$ cat config.mk
export PLATFORM = sky130hd
export DESIGN_NAME = terast_fifo
export DESIGN_NICKNAME = d
export VERILOG_FILES = /design/src/hdl/terast_pkg.sv /design/src/hdl/terast_fifo.sv
export SDC_FILE = /design/constraint.sdc
export NUM_CORES = 1
export LEC_CHECK = 0
export BUFFER_PORTS_ARGS = -buffer_cell sky130_fd_sc_hd__buf_2
export CAP_MARGIN = 0
export CORE_MARGIN = 2
export CORE_UTILIZATION = 30
export DETAILED_ROUTE_END_ITERATION = 10
export GPL_ROUTABILITY_DRIVEN = 0
export PLACE_DENSITY = 0.56
export SYNTH_ARGS = -nofsm -noshare
export SYNTH_HDL_FRONTEND = slang
export SYNTH_SLANG_ARGS = --single-unit
$ cat constraint.sdc
create_clock -name i_clk -period 11.67 [get_ports i_clk]
set_input_delay 0.5835 -clock i_clk [delete_from_list [all_inputs] [get_ports i_clk]]
set_output_delay 0.5835 -clock i_clk [all_outputs]
set_load 0.02 [all_outputs]
$ cat src/hdl/terast_pkg.sv
// Shared types and constants for the triangle edge-function rasterizer.
package terast_pkg;

    // Field widths
    localparam int COORD_W    = 10;
    localparam int DEPTH_W    = 32;
    localparam int WEIGHT_W   = 17;
    localparam int EDGE_W     = 22;
    localparam int DIFF_W     = 12;
    localparam int NUM_W      = 56;
    localparam int PROD_W     = 54;
    localparam int LIM_W      = 39;
    localparam int MODE_W     = 2;
    localparam int CFG_IDX_W  = 2;
    localparam int CFG_DATA_W = 17;

    // Defaults
    localparam int SCREEN_WIDTH_DEF  = 1024;
    localparam int SCREEN_HEIGHT_DEF = 1024;
    localparam int QUEUE_DEPTH       = 2;

    localparam logic [WEIGHT_W-1:0]   WEIGHT_ONE = 17'd65536;
    localparam logic [WEIGHT_W-1:0]   BAND_RESET = 17'd1311;
    localparam logic signed [DEPTH_W-1:0] DEPTH_MAX = 32'sh7fffffff;

    // Raster modes
    localparam logic [MODE_W-1:0] MODE_FILL  = 2'd0;
    localparam logic [MODE_W-1:0] MODE_LINE  = 2'd1;
    localparam logic [MODE_W-1:0] MODE_POINT = 2'd2;

    // Register indexes
    localparam logic [CFG_IDX_W-1:0] CFG_RASTER_MODE = 2'd0;
    localparam logic [CFG_IDX_W-1:0] CFG_EDGE_BAND   = 2'd1;

    // Input item kinds
    localparam logic KIND_LOAD = 1'b0;
    localparam logic KIND_STEP = 1'b1;

    typedef logic signed [EDGE_W-1:0]  t_edge;
    typedef logic signed [DEPTH_W-1:0] t_depth;

    // One job from the front to the back
    typedef struct packed {
        logic [COORD_W-1:0] px;
        logic [COORD_W-1:0] py;
        logic               last;
        logic               direct;  // result fully known, no arithmetic
        logic               dcov;    // coverage of a direct result
        logic [1:0]         pidx;    // vertex of a point result
        logic               line;    // edge band test applies
        t_edge              ea;
        t_edge              eb;
        t_edge              ec;
        t_edge              d;
        t_depth             z0;
        t_depth             z1;
        t_depth             z2;
    } t_job;

endpackage

$ cat src/hdl/terast_fifo.sv
// Small job queue between the front and the back.
module terast_fifo #(
    parameter int DEPTH = terast_pkg::QUEUE_DEPTH
) (
    input  logic              i_clk,
    input  logic              i_rst_n,
    input  logic              i_push,
    input  terast_pkg::t_job  i_data,
    output logic              o_full,
    input  logic              i_pop,
    output terast_pkg::t_job  o_data,
    output logic              o_empty
);
    localparam int PTR_W = (DEPTH > 1) ? $clog2(DEPTH) : 1;
    localparam int CNT_W = $clog2(DEPTH + 1);

    terast_pkg::t_job  r_mem [DEPTH];
    logic [PTR_W-1:0]  r_wptr;
    logic [PTR_W-1:0]  r_rptr;
    logic [CNT_W-1:0]  r_count;

    assign o_full  = (r_count == CNT_W'(DEPTH));
    assign o_empty = (r_count == '0);
    assign o_data  = r_mem[r_rptr];

    // Storage
    always_ff @(posedge i_clk) begin
        if (i_push && !o_full) begin
            r_mem[r_wptr] <= i_data;
        end
    end

    // Pointers and fill count
    always_ff @(posedge i_clk) begin
        if (!i_rst_n) begin
            r_wptr  <= '0;
            r_rptr  <= '0;
            r_count <= '0;
        end else begin
            if (i_push && !o_full) begin
                r_wptr <= (r_wptr == PTR_W'(DEPTH - 1)) ? '0 : r_wptr + 1'b1;
            end
            if (i_pop && !o_empty) begin
                r_rptr <= (r_rptr == PTR_W'(DEPTH - 1)) ? '0 : r_rptr + 1'b1;
            end
            r_count <= r_count + CNT_W'(i_push && !o_full) - CNT_W'(i_pop && !o_empty);
        end
    end
endmodule

==> metrics.csv <==
stage;metric;value;unit
clock_network;clk_latency;0.55;ns
floorplan;initial_core_util;30.3;%
clock_network;cts-root-buf;clkbuf_16;
route;vias;7927;
route;viasPerCell;4.25;
power;intPower;3.16;mW
floorplan;coreArea;51100;um2
critical_path;crit_path_start_kind;flop;
sta;max-slew-margin-rel;27.1;%
power;power_frac_clock;31.0;%
route;drt_iter0_drc;314;
clock_network;cts_tree;built;
power;pwr-share-seq;44.1;%
route;wire_per_inst;18.6;um
clock_network;cts_hold_buf;0;
route;drc_errors;0;
route;firstDrtPassIters;4;
power;power_density;226;nW/um2
power;switching_share;29.3;%
synth;synth.avg_cell_area;22.8;um2
finish;layout-drive-gt1-share;60.5;%
grt;grt_usage;12.5;%
sta;rsz0062_at_grt;no;
min_path;whs_path_depth;1;
critical_path;timing.rr.end;r_mem[1][18]$_DFFE_PP_;
sta;hold_viol_final;0;
floorplan;dieArea;53400;um2
place;place_hpwl;23.1;mm
sta;min_period;3.81;ns
sta;maxSlewViolCount;0;
sta;tightest_slew;1.09;ns
synth;yosysWarnings;0;
clock_network;postCtsSetupBuffers;0;
route;routed_wl;34.6;mm
sta;setup_viol;0;
power;p_sw;1.31;mW
route;ant_nets;0;
floorplan;die_h;231;um
synth;synthesis.instances;678;
min_path;min_to;r_mem[0][6]$_DFFE_PP_;
critical_path;worst-path-max-fanout;67;
synth;synth_top_area_share;81.6;%
power;pwr-share-comb;24.9;%
clock_network;clockBufferDepth;3;
critical_path;worstPathArrival;3.22;ns
critical_path;required;11.09;ns
critical_path;cp-end-kind;output port;
min_path;hp-start;i_data[6];
power;power.total;4.47;mW
sta;finalCritPeriodShare;32.6;%
synth;synth_area;15500;um2
synth;syn-num-nets;894;
sta;fmax;263;MHz
critical_path;reg2reg_depth;3;
grt;grt_pass1_vias;8499;
floorplan;die_w;231;um
synth;ys_ff_latch;425;
sta;skew;0.0126;ns
floorplan;core.rowCount;83;
finish;nets;1353;
synth;synth_top_area_cell;edfxtp_1;
critical_path;r2r_slack;8.77;ns
grt;grt_overflow;0;
synth;synthDistinctLibCells;16;
floorplan;ios;426;
power;p_leak;7.23;nW
finish;syn_to_final_growth;27.7;%
grt;grt_max_degree;76;
critical_path;critPathKind;flop to output port;
clock_network;post_cts_resized;0;
grt;grt_antenna_before_repair;12;
clock_network;cts.sinks;425;
place;dp_slack;8.40;ns
clock_network;clk_pin_slew_worst_paths;0.06;ns
sta;setup_tns;0;ns
critical_path;r2r-start;r_count[0]$_SDFF_PN0_;
clock_network;cts_inserted_buffers;46;
finish;fill_cells;4766;
sta;finalWorstSetupSlack;7.86;ns
clock_network;htreeDepth;2;
flow_run;drv_cap;0;
run_status;status;finished clean;
place;port_buffers;425;
synth;synthTopCellsByArea;edfxtp_1, mux2_2, buf_6;
grt;grt_pass1_wl;49.9;mm
synth;synth.yosys.seq_area_share;82.2;%
min_path;hold_path.class;input port to flop;
power;vdd_ir_drop_max;0.000110;V
## worst max-delay path by stage
stage	to	slack (ns)
after floorplan	r_mem[0][0]$_DFFE_PP_	1.51
after global placement	o_data[204]	8.52
after detailed placement	o_data[196]	8.40
after CTS	o_data[191]	7.78
after global routing	o_data[21]	7.63
final	o_data[196]	7.86
## through the flow
step	hold WS [ns]	utilization (%)	area (um2)	std cells
final	0.214	38.6	19700	1863
after global routing	0.168	38.6	19700	1862
after CTS	0.159	38.6	19700	1854
after detailed placement	0.527	35.8	18300	1769
after global placement	0.509	35.8	18300	1769
after floorplan	0.455	-	15500	678
## critical path, cell delays in order, from the launching register on
cell and delay, ns:
dfxtp_4 0.43, buf_4 0.72, buf_4 0.77, mux2_2 0.42, buf_2 0.16
## state kept, by name, summed over array words and instances (netlist names), named ones only
signal / count
r_count: 2
r_rptr: 1
r_mem: 420
r_wptr: 1
## cells in the final DEF, fill, tap and decap left out
master,synthesis,final
nor2_1,2,1
mux2_2,210,210
dfxtp_4,0,1
buf_2,1,425
nor2_4,0,1
and2_1,2,2
buf_4,0,9
clkbuf_1,0,11
inv_8,0,1
clkbuf_16,0,47
inv_1,2,2
dfxtp_1,5,4
nand2b_1,2,2
ha_1,2,2
diode_2,0,9
edfxtp_1,420,420
clkinv_1,0,11
inv_6,0,2
clkinv_2,0,7
mux2i_1,1,1
bufinv_16,0,3
nand2_1,2,2
clkinvlp_4,0,1
xnor2_1,3,3
o21a_1,1,1
and3_4,0,1
nor2b_1,2,2
clkbuf_8,0,2
## power by group through the flow
stage | Combinational (mW) | Sequential, mW | Clock, mW
after floorplan | 0.792 | 2.05 | 0
after global placement | 1.13 | 2.00 | 0
after detailed placement | 1.14 | 2.00 | 0
after CTS | 1.14 | 1.97 | 1.44
after global routing | 1.19 | 1.99 | 1.49
final | 1.11 | 1.97 | 1.38
## metal layers
layer,global-route usage [%],part of all wire (%),vias to the layer above,wire (um)
li1,-,-,3643,-
met1,14.2,39,3920,13400
met2,21.4,51,275,17500
met3,3.33,6.2,83,2150
met4,6.75,4.1,6,1430
met5,0,0.090,-,31
## logic make-up (layout without fill, tap and decap cells)
group | count (synthesis) | count (layout) | share of synthesized area, %
xor gates and xnor gates | 3 | 3 | 0.170
buffers and inverters | 25 | 521 | 1.68
adders and majority gates | 2 | 2 | 0.162
other | 0 | 9 | 0
and+or+nand+nor | 11 | 11 | 0.380
muxes | 211 | 211 | 15.4
DFF | 425 | 425 | 82.2
AOI/OAI and AO/OA | 1 | 1 | 0.0486
## layout make-up
type / count / area (um2) / share of cell area, %
Clock inverter: 25 / 203 / 1.03
Clock buffer: 60 / 1240 / 6.31
Antenna cell: 9 / 22.5 / 0.114
Inverter: 2 / 7.51 / 0.0380
Sequential cell: 425 / 12700 / 64.4
Timing Repair Buffer: 434 / 2190 / 11.1
Multi-Input combinational cell: 228 / 2500 / 12.7
Tap cell: 680 / 851 / 4.31
## Yosys cell counts
cell and count:
edfxtp_1 420, mux2_2 210, buf_6 22, dfxtp_1 5, xnor2_1 3, and2_1 2
ha_1 2, inv_1 2, nand2_1 2, nand2b_1 2, nor2_1 2, nor2b_1 2
and3_1 1, buf_2 1, mux2i_1 1, o21a_1 1
(Power assumes the default switching activity.)
