[src/hdl/terast_pkg.sv]
// Shared types and constants for the triangle edge-function rasterizer.
package terast_pkg;

    // Field widths
    localparam int COORD_W    = 10;
    localparam int DEPTH_W    = 32;
    localparam int WEIGHT_W   = 17;
    localparam int EDGE_W     = 22;
    localparam int DIFF_W     = 12;
    localparam int NUM_W      = 56;
    localparam int PROD_W     = 54;
    localparam int LIM_W      = 39;
    localparam int MODE_W     = 2;
    localparam int CFG_IDX_W  = 2;
    localparam int CFG_DATA_W = 17;

    // Defaults
    localparam int SCREEN_WIDTH_DEF  = 1024;
    localparam int SCREEN_HEIGHT_DEF = 1024;
    localparam int QUEUE_DEPTH       = 2;

    localparam logic [WEIGHT_W-1:0]   WEIGHT_ONE = 17'd65536;
    localparam logic [WEIGHT_W-1:0]   BAND_RESET = 17'd1311;
    localparam logic signed [DEPTH_W-1:0] DEPTH_MAX = 32'sh7fffffff;

    // Raster modes
    localparam logic [MODE_W-1:0] MODE_FILL  = 2'd0;
    localparam logic [MODE_W-1:0] MODE_LINE  = 2'd1;
    localparam logic [MODE_W-1:0] MODE_POINT = 2'd2;

    // Register indexes
    localparam logic [CFG_IDX_W-1:0] CFG_RASTER_MODE = 2'd0;
    localparam logic [CFG_IDX_W-1:0] CFG_EDGE_BAND   = 2'd1;

    // Input item kinds
    localparam logic KIND_LOAD = 1'b0;
    localparam logic KIND_STEP = 1'b1;

    typedef logic signed [EDGE_W-1:0]  t_edge;
    typedef logic signed [DEPTH_W-1:0] t_depth;

    // One job from the front to the back
    typedef struct packed {
        logic [COORD_W-1:0] px;
        logic [COORD_W-1:0] py;
        logic               last;
        logic               direct;  // result fully known, no arithmetic
        logic               dcov;    // coverage of a direct result
        logic [1:0]         pidx;    // vertex of a point result
        logic               line;    // edge band test applies
        t_edge              ea;
        t_edge              eb;
        t_edge              ec;
        t_edge              d;
        t_depth             z0;
        t_depth             z1;
        t_depth             z2;
    } t_job;

endpackage

[src/hdl/terast_back.sv]
// Back end: coverage, edge band test, depth sum and serial division into weights.
module terast_back (
    input  logic                                   i_clk,
    input  logic                                   i_rst_n,
    input  logic                                   i_q_empty,
    output logic                                   o_pop,
    input  terast_pkg::t_job                       i_job,
    input  logic [terast_pkg::WEIGHT_W-1:0]        i_edge_band,
    output logic                                   o_out_valid,
    input  logic                                   i_out_ready,
    output logic [terast_pkg::COORD_W-1:0]         o_pixel_x,
    output logic [terast_pkg::COORD_W-1:0]         o_pixel_y,
    output logic                                   o_covered,
    output logic [terast_pkg::WEIGHT_W-1:0]        o_weight_a,
    output logic [terast_pkg::WEIGHT_W-1:0]        o_weight_b,
    output logic [terast_pkg::WEIGHT_W-1:0]        o_weight_c,
    output logic signed [terast_pkg::DEPTH_W-1:0]  o_frag_depth,
    output logic                                   o_last
);
    localparam int EW = terast_pkg::EDGE_W;
    localparam int WW = terast_pkg::WEIGHT_W;
    localparam int NW = terast_pkg::NUM_W;
    localparam int PW = terast_pkg::PROD_W;
    localparam int LW = terast_pkg::LIM_W;
    localparam int DW = terast_pkg::DEPTH_W;
    localparam int RW = EW + 1;       // remainder
    localparam int QW = DW - 1;       // quotient bits for depth

    typedef enum logic [2:0] {B_IDLE, B_LIM, B_TEST, B_MAC, B_DSET, B_DIV, B_OUT} t_bstate;

    t_bstate               r_state;
    terast_pkg::t_job      r_job;
    logic                  r_cov;
    logic [LW-1:0]         r_lim;
    logic signed [PW-1:0]  r_prod;
    logic signed [NW-1:0]  r_acc;
    logic [4:0]            r_cnt;
    logic [1:0]            r_k;
    logic [RW-1:0]         r_rem;
    logic [QW-1:0]         r_low;
    logic [QW-1:0]         r_q;
    logic [EW-1:0]         r_dv;
    logic [WW-1:0]         r_w [3];
    logic signed [DW-1:0]  r_dep;

    terast_pkg::t_edge     w_e [3];
    logic [EW-1:0]         w_eabs [3];
    logic [EW-1:0]         w_dabs;
    logic [2:0]            w_unit;
    logic [2:0]            w_near;
    terast_pkg::t_edge     w_emac;
    terast_pkg::t_depth    w_zmac;
    logic signed [PW-1:0]  w_prod;
    logic [EW-1:0]         w_esel;
    logic [NW-1:0]         w_nabs;
    logic                  w_neg, w_ovf, w_ge;
    logic [RW:0]           w_t;
    logic [RW-1:0]         w_rem;
    logic [QW-1:0]         w_q;
    logic [DW-1:0]         w_q32;
    logic                  w_out_load;

    assign o_pop = (r_state == B_IDLE) && !i_q_empty;

    // Output register takes a new result when empty or being drained
    assign w_out_load = (r_state == B_OUT) && (!o_out_valid || i_out_ready);

    // Edge magnitudes, coverage and band test
    always_comb begin
        w_e[0] = r_job.ea;
        w_e[1] = r_job.eb;
        w_e[2] = r_job.ec;
        w_dabs = r_job.d[EW-1] ? EW'(-r_job.d) : EW'(r_job.d);
        for (int i = 0; i < 3; i++) begin
            w_eabs[i] = w_e[i][EW-1] ? EW'(-w_e[i]) : EW'(w_e[i]);
            if (!r_job.d[EW-1])
                w_unit[i] = !w_e[i][EW-1] && (w_e[i] <= r_job.d);
            else
                w_unit[i] = (w_e[i] <= 0) && (w_e[i] >= r_job.d);
            w_near[i] = {1'b0, w_eabs[i], 16'h0000} < r_lim;
        end
    end

    // Depth sum operand and divider dividend select
    always_comb begin
        case (r_cnt[1:0])
            2'd0:    begin w_emac = r_job.ea; w_zmac = r_job.z0; end
            2'd1:    begin w_emac = r_job.eb; w_zmac = r_job.z1; end
            default: begin w_emac = r_job.ec; w_zmac = r_job.z2; end
        endcase
        case (r_k)
            2'd0:    w_esel = w_eabs[0];
            2'd1:    w_esel = w_eabs[1];
            default: w_esel = w_eabs[2];
        endcase
    end
    assign w_prod = w_emac * w_zmac;

    // Division operands and one restoring step
    assign w_nabs = r_acc[NW-1] ? NW'(-r_acc) : NW'(r_acc);
    assign w_neg  = r_acc[NW-1] ^ r_job.d[EW-1];
    assign w_ovf  = w_nabs[NW-1:QW] >= {{(NW-QW-EW){1'b0}}, r_dv};
    assign w_t    = {r_rem, r_low[QW-1]};
    assign w_ge   = w_t >= {2'b00, r_dv};
    assign w_rem  = w_ge ? RW'(w_t - {2'b00, r_dv}) : RW'(w_t);
    assign w_q    = {r_q[QW-2:0], w_ge};
    assign w_q32  = {1'b0, w_q};

    // Sequencer and output register
    always_ff @(posedge i_clk) begin
        if (!i_rst_n) begin
            r_state     <= B_IDLE;
            o_out_valid <= 1'b0;
        end else begin
            o_out_valid <= w_out_load || (o_out_valid && !i_out_ready);
            unique case (r_state)
                B_IDLE: begin
                    if (!i_q_empty) begin
                        r_job <= i_job;
                        if (i_job.direct) begin
                            r_cov <= i_job.dcov;
                            for (int i = 0; i < 3; i++) begin
                                r_w[i] <= (i_job.dcov && i_job.pidx == 2'(i))
                                          ? terast_pkg::WEIGHT_ONE : '0;
                            end
                            r_dep   <= i_job.dcov ? i_job.z0 : '0;
                            r_state <= B_OUT;
                        end else begin
                            r_state <= B_LIM;
                        end
                    end
                end
                B_LIM: begin
                    r_dv    <= w_dabs;
                    r_lim   <= i_edge_band * w_dabs;
                    r_cov   <= &w_unit;
                    r_state <= B_TEST;
                end
                B_TEST: begin
                    if (r_cov && (!r_job.line || (|w_near))) begin
                        r_cnt   <= '0;
                        r_acc   <= '0;
                        r_state <= B_MAC;
                    end else begin
                        r_cov   <= 1'b0;
                        for (int i = 0; i < 3; i++) r_w[i] <= '0;
                        r_dep   <= '0;
                        r_state <= B_OUT;
                    end
                end
                B_MAC: begin
                    r_prod <= w_prod;
                    if (r_cnt != '0) r_acc <= r_acc + NW'(r_prod);
                    r_cnt <= r_cnt + 1'b1;
                    if (r_cnt == 5'd3) begin
                        r_k     <= '0;
                        r_state <= B_DSET;
                    end
                end
                B_DSET: begin
                    r_q <= '0;
                    if (r_k != 2'd3) begin
                        r_rem   <= RW'(w_esel >> 1);
                        r_low   <= {w_esel[0], {(QW-1){1'b0}}};
                        r_cnt   <= 5'(WW);
                        r_state <= B_DIV;
                    end else if (w_ovf) begin
                        r_dep   <= w_neg ? -terast_pkg::DEPTH_MAX : terast_pkg::DEPTH_MAX;
                        r_state <= B_OUT;
                    end else begin
                        r_rem   <= w_nabs[QW+RW-1:QW];
                        r_low   <= w_nabs[QW-1:0];
                        r_cnt   <= 5'(QW);
                        r_state <= B_DIV;
                    end
                end
                B_DIV: begin
                    r_rem <= w_rem;
                    r_low <= {r_low[QW-2:0], 1'b0};
                    r_q   <= w_q;
                    r_cnt <= r_cnt - 1'b1;
                    if (r_cnt == 5'd1) begin
                        if (r_k == 2'd3) begin
                            r_dep   <= w_neg ? $signed(-w_q32) : $signed(w_q32);
                            r_state <= B_OUT;
                        end else begin
                            r_w[r_k] <= w_q[WW-1:0];
                            r_k      <= r_k + 1'b1;
                            r_state  <= B_DSET;
                        end
                    end
                end
                B_OUT: begin
                    if (w_out_load) begin
                        o_pixel_x    <= r_job.px;
                        o_pixel_y    <= r_job.py;
                        o_covered    <= r_cov;
                        o_weight_a   <= r_w[0];
                        o_weight_b   <= r_w[1];
                        o_weight_c   <= r_w[2];
                        o_frag_depth <= r_dep;
                        o_last       <= r_job.last;
                        r_state      <= B_IDLE;
                    end
                end
                default: r_state <= B_IDLE;
            endcase
        end
    end
endmodule

[config.mk]
export PLATFORM = sky130hd
export DESIGN_NAME = terast_back
export DESIGN_NICKNAME = d
export VERILOG_FILES = /design/src/hdl/terast_pkg.sv /design/src/hdl/terast_back.sv
export SDC_FILE = /design/constraint.sdc
export NUM_CORES = 2
export LEC_CHECK = 0
export BUFFER_PORTS_ARGS = -buffer_cell sky130_fd_sc_hd__buf_4
export CAP_MARGIN = 20
export CORE_ASPECT_RATIO = 0.75
export CORE_MARGIN = 3
export CORE_UTILIZATION = 41
export DETAILED_ROUTE_END_ITERATION = 8
export PLACE_DENSITY = 0.64
export SETUP_SLACK_MARGIN = 0.2
export SYNTH_ARGS = -nofsm -noshare
export SYNTH_HDL_FRONTEND = slang
export SYNTH_SLANG_ARGS = --single-unit
[constraint.sdc]
create_clock -name i_clk -period 12.9 [get_ports i_clk]
set_clock_uncertainty 0.2 [all_clocks]
set_input_delay 2.58 -clock i_clk [delete_from_list [all_inputs] [get_ports i_clk]]
set_output_delay 2.58 -clock i_clk [all_outputs]
set_load 0.01 [all_outputs]
==> results.md <==
- Type of the most critical hold path: register to register
- Num CTS Buffers: 73
- Ranking of synthesized cells by area: fa_1 (28%), edfxtp_1 (28%), ha_1 (9.0%)
- Crit path DAT: 11,310 ps
- Period utilisation layout: 86.10%
- Bufs on Longest Clock Path: 3
- Top-area cell type share of the netlist area: 28.21%
- Fin crit period: 11,110 ps
- Fmax: 90.03 MHz
- Post-cts sizing count: 0
- H-tree depth: 3
- Unique cell type count in the Yosys netlist: 90
- Post-DP Area: 76,680 µm²
- Post-CTS Hold Fix Bufs: 0
- First-pass GRT wire length: 361,800 µm
- Final Max Slew Viols: 0
- Cell taking the most area after synthesis: fa_1
- Die footprint: 178,500 µm²
- RSZ-0062 raised after global routing: no
- Clock transition at the registers of the reported paths: 60 ps
- Setup TNS: 0 ps
- Layout net count: 9,149
- Slowest stage cell, crit path: clkinv_1
- Max-Cap Viols: 0
- Critical setup path kind: register to register
- #FFs+latches synth: 661
- Setup Buffers After CTS: 0
- Initial Util: 41.56%
- Fin. Hold Viols: 0
- Final setup vio count: 0
- Routed Wire Length: 241,800 µm
- Ys Warns: 0
- Post-route design area: 79,350 µm²
- Share of cells above drive strength 1: 9.098%
- Routed WL per cell: 24.84 µm
- 1st-iter DRT viols: 5,755
- Post-DRT Antenna Nets: 0
- Worst-Margin Slew: 1182 ps
- Drt drc: 0
- Post-Syn Area: 71,110 µm²
- Worst setup SP type: register
- Max transition margin: 20.69%
- Synthesized instance count: 7,138
- Clk_lat worst skew: 710 ps
- Post-synth EDFFs: 657
- Commonest cells in the netlist: inv_1 (1,203), fa_1 (1,002), nand2_1 (869)
- Syn_area_per_cell: 9.962 µm²
- Critical path peak fanout: 28
- Worst Reg-to-Reg Cells: 28
- Via-to-Cell Ratio: 5.609
- Most used DFF post-synth: edfxtp_1
- GRT overflow: 0
- Initial antenna violation count: 14
- Die Wd: 486.9 µm
- Routed vias: 54,584
- DPL Wire Length: 195,600 µm
- CP Capture Type: register
- Area grow syn2layout: 11.58%
- IO Count: 338
- Largest net degree at the start of global routing: 81
- Height of the die: 366.7 µm
- Vias in the first global route: 55,231
- CTS Sinks: 661
- Final hold slack: 208.9 ps
- Top-count cell post-synth: inv_1
- Global Route Usage Sum: 27.05%
- CTS tree: yes
- Run status: complete, no violations
- Crit-path most repeated cell: fa_1
- Worst path max stage delay: 790 ps
- Critical Path RT: 13,100 ps
- DR pass1 iterations: 8
- Async SR Flop Fraction: 0%
- Fill count: 16,166
- Worst Hold Depth: 0
- CTS root buffer: clkbuf_16
- # port buffers: 337
- Site row count: 131
- Placeable Area: 171,100 µm²
- Sequential fraction of the synthesis area: 27.86%
- Final GP Congestion: 1.028
- Mapped Nets: 8,884
-- stage by stage --
stage	instances	setup slack [ps]	utilization (%)
after global placement	9575	2285	44.76
after global routing	9728	1355	46.36
final	9732	1793	46.37
after CTS	9720	2049	46.33
after floorplan	7138	3327	-
after detailed placement	9585	2120	44.81
-- registers in the layout, summed over array words and instances (netlist names), 22 cells and up --
| name | flops |
|---|---|
| r_w | 51 |
| r_q | 30 |
| r_job | 206 |
| r_dep | 32 |
| r_prod | 54 |
| r_low | 31 |
| r_acc | 56 |
| r_lim | 39 |
| r_dv | 22 |
| r_rem | 23 |
| o_frag_depth | 32 |
-- layout by cell type, fill, tap and decap left out, types with 18 or more instances in the layout --
cell type,count
nand2_1,868
nand3_1,54
and2_1,114
xor2_1,99
edfxtp_1,657
ha_1,511
a21o_1,187
nor2_1,541
o21a_1,24
o21bai_1,23
nand2b_1,44
o41ai_1,33
buf_4,480
xnor2_1,198
a21oi_1,328
or4_1,21
o21ai_0,224
nor4_1,29
clkbuf_16,73
o31ai_1,49
a31oi_1,32
and3_1,79
a22oi_1,18
a22o_1,64
nor2b_1,43
inv_1,1202
o211ai_1,21
or3_1,26
a211oi_1,28
nand4_1,54
nor3_1,52
fa_1,1002
-- routing by layer --
metal | part of all wire, % | vias to the layer above | wire (µm) | global-route usage (%)
met1 | 44 | 27612 | 107000 | 40.01
met5 | 0.019 | - | 45 | 0
met4 | 2.6 | 6 | 6281 | 6.466
met2 | 42 | 2748 | 100400 | 38.71
met3 | 12 | 313 | 27990 | 8.050
li1 | - | 23905 | - | -
-- logic make-up (layout without fill, tap and decap cells) --
family,Yosys count,count (layout),synth area share (%)
AND/OR/NAND/NOR,1994,1994,12.59
AO/OA/AOI/OAI,1157,1157,10.56
flip-flops,661,661,27.86
multiplexers,11,11,0.1566
other,0,8,0
XOR/XNOR,298,298,3.670
buffers and inverters,1502,1827,7.930
adder cells (fa/ha/maj),1515,1515,37.23
-- layout make-up --
| type | instances | area [µm²] | area share (%) |
|---|---|---|---|
| repair buffers | 488 | 3716 | 4.683 |
| clock inverters | 52 | 739.5 | 0.9319 |
| well taps | 2261 | 2829 | 3.565 |
| multi-input cells | 4975 | 45850 | 57.78 |
| inverters | 1204 | 4519 | 5.696 |
| flip-flops and latches | 661 | 19810 | 24.97 |
| clock buffers | 83 | 1864 | 2.350 |
| diodes | 8 | 20.02 | 0.02523 |
-- worst max-delay path, delay by kind of cell (launching register included) --
family	cells	cell delay (ps)
adders and majority gates	9	4470
buffers and inverters	5	1210
xor gates and xnor gates	1	100
DFF	1	430
and+or+nand+nor	3	1360
AOI/OAI and AO/OA	10	2950
-- worst paths after layout --
kind | slack, ps | end | start
worst max-delay path | 1790 | r_prod[53] | r_cnt[0]
worst min-delay path | 210 | o_pixel_y[2] | r_job[192]
worst max register to register | 1790 | r_prod[53] | r_cnt[0]
worst min register to register | 210 | o_pixel_y[2] | r_job[192]
Power is left out: the tool's default activity adds up to more than one toggle a clock period on the data nets, which glitch-free logic cannot reach.
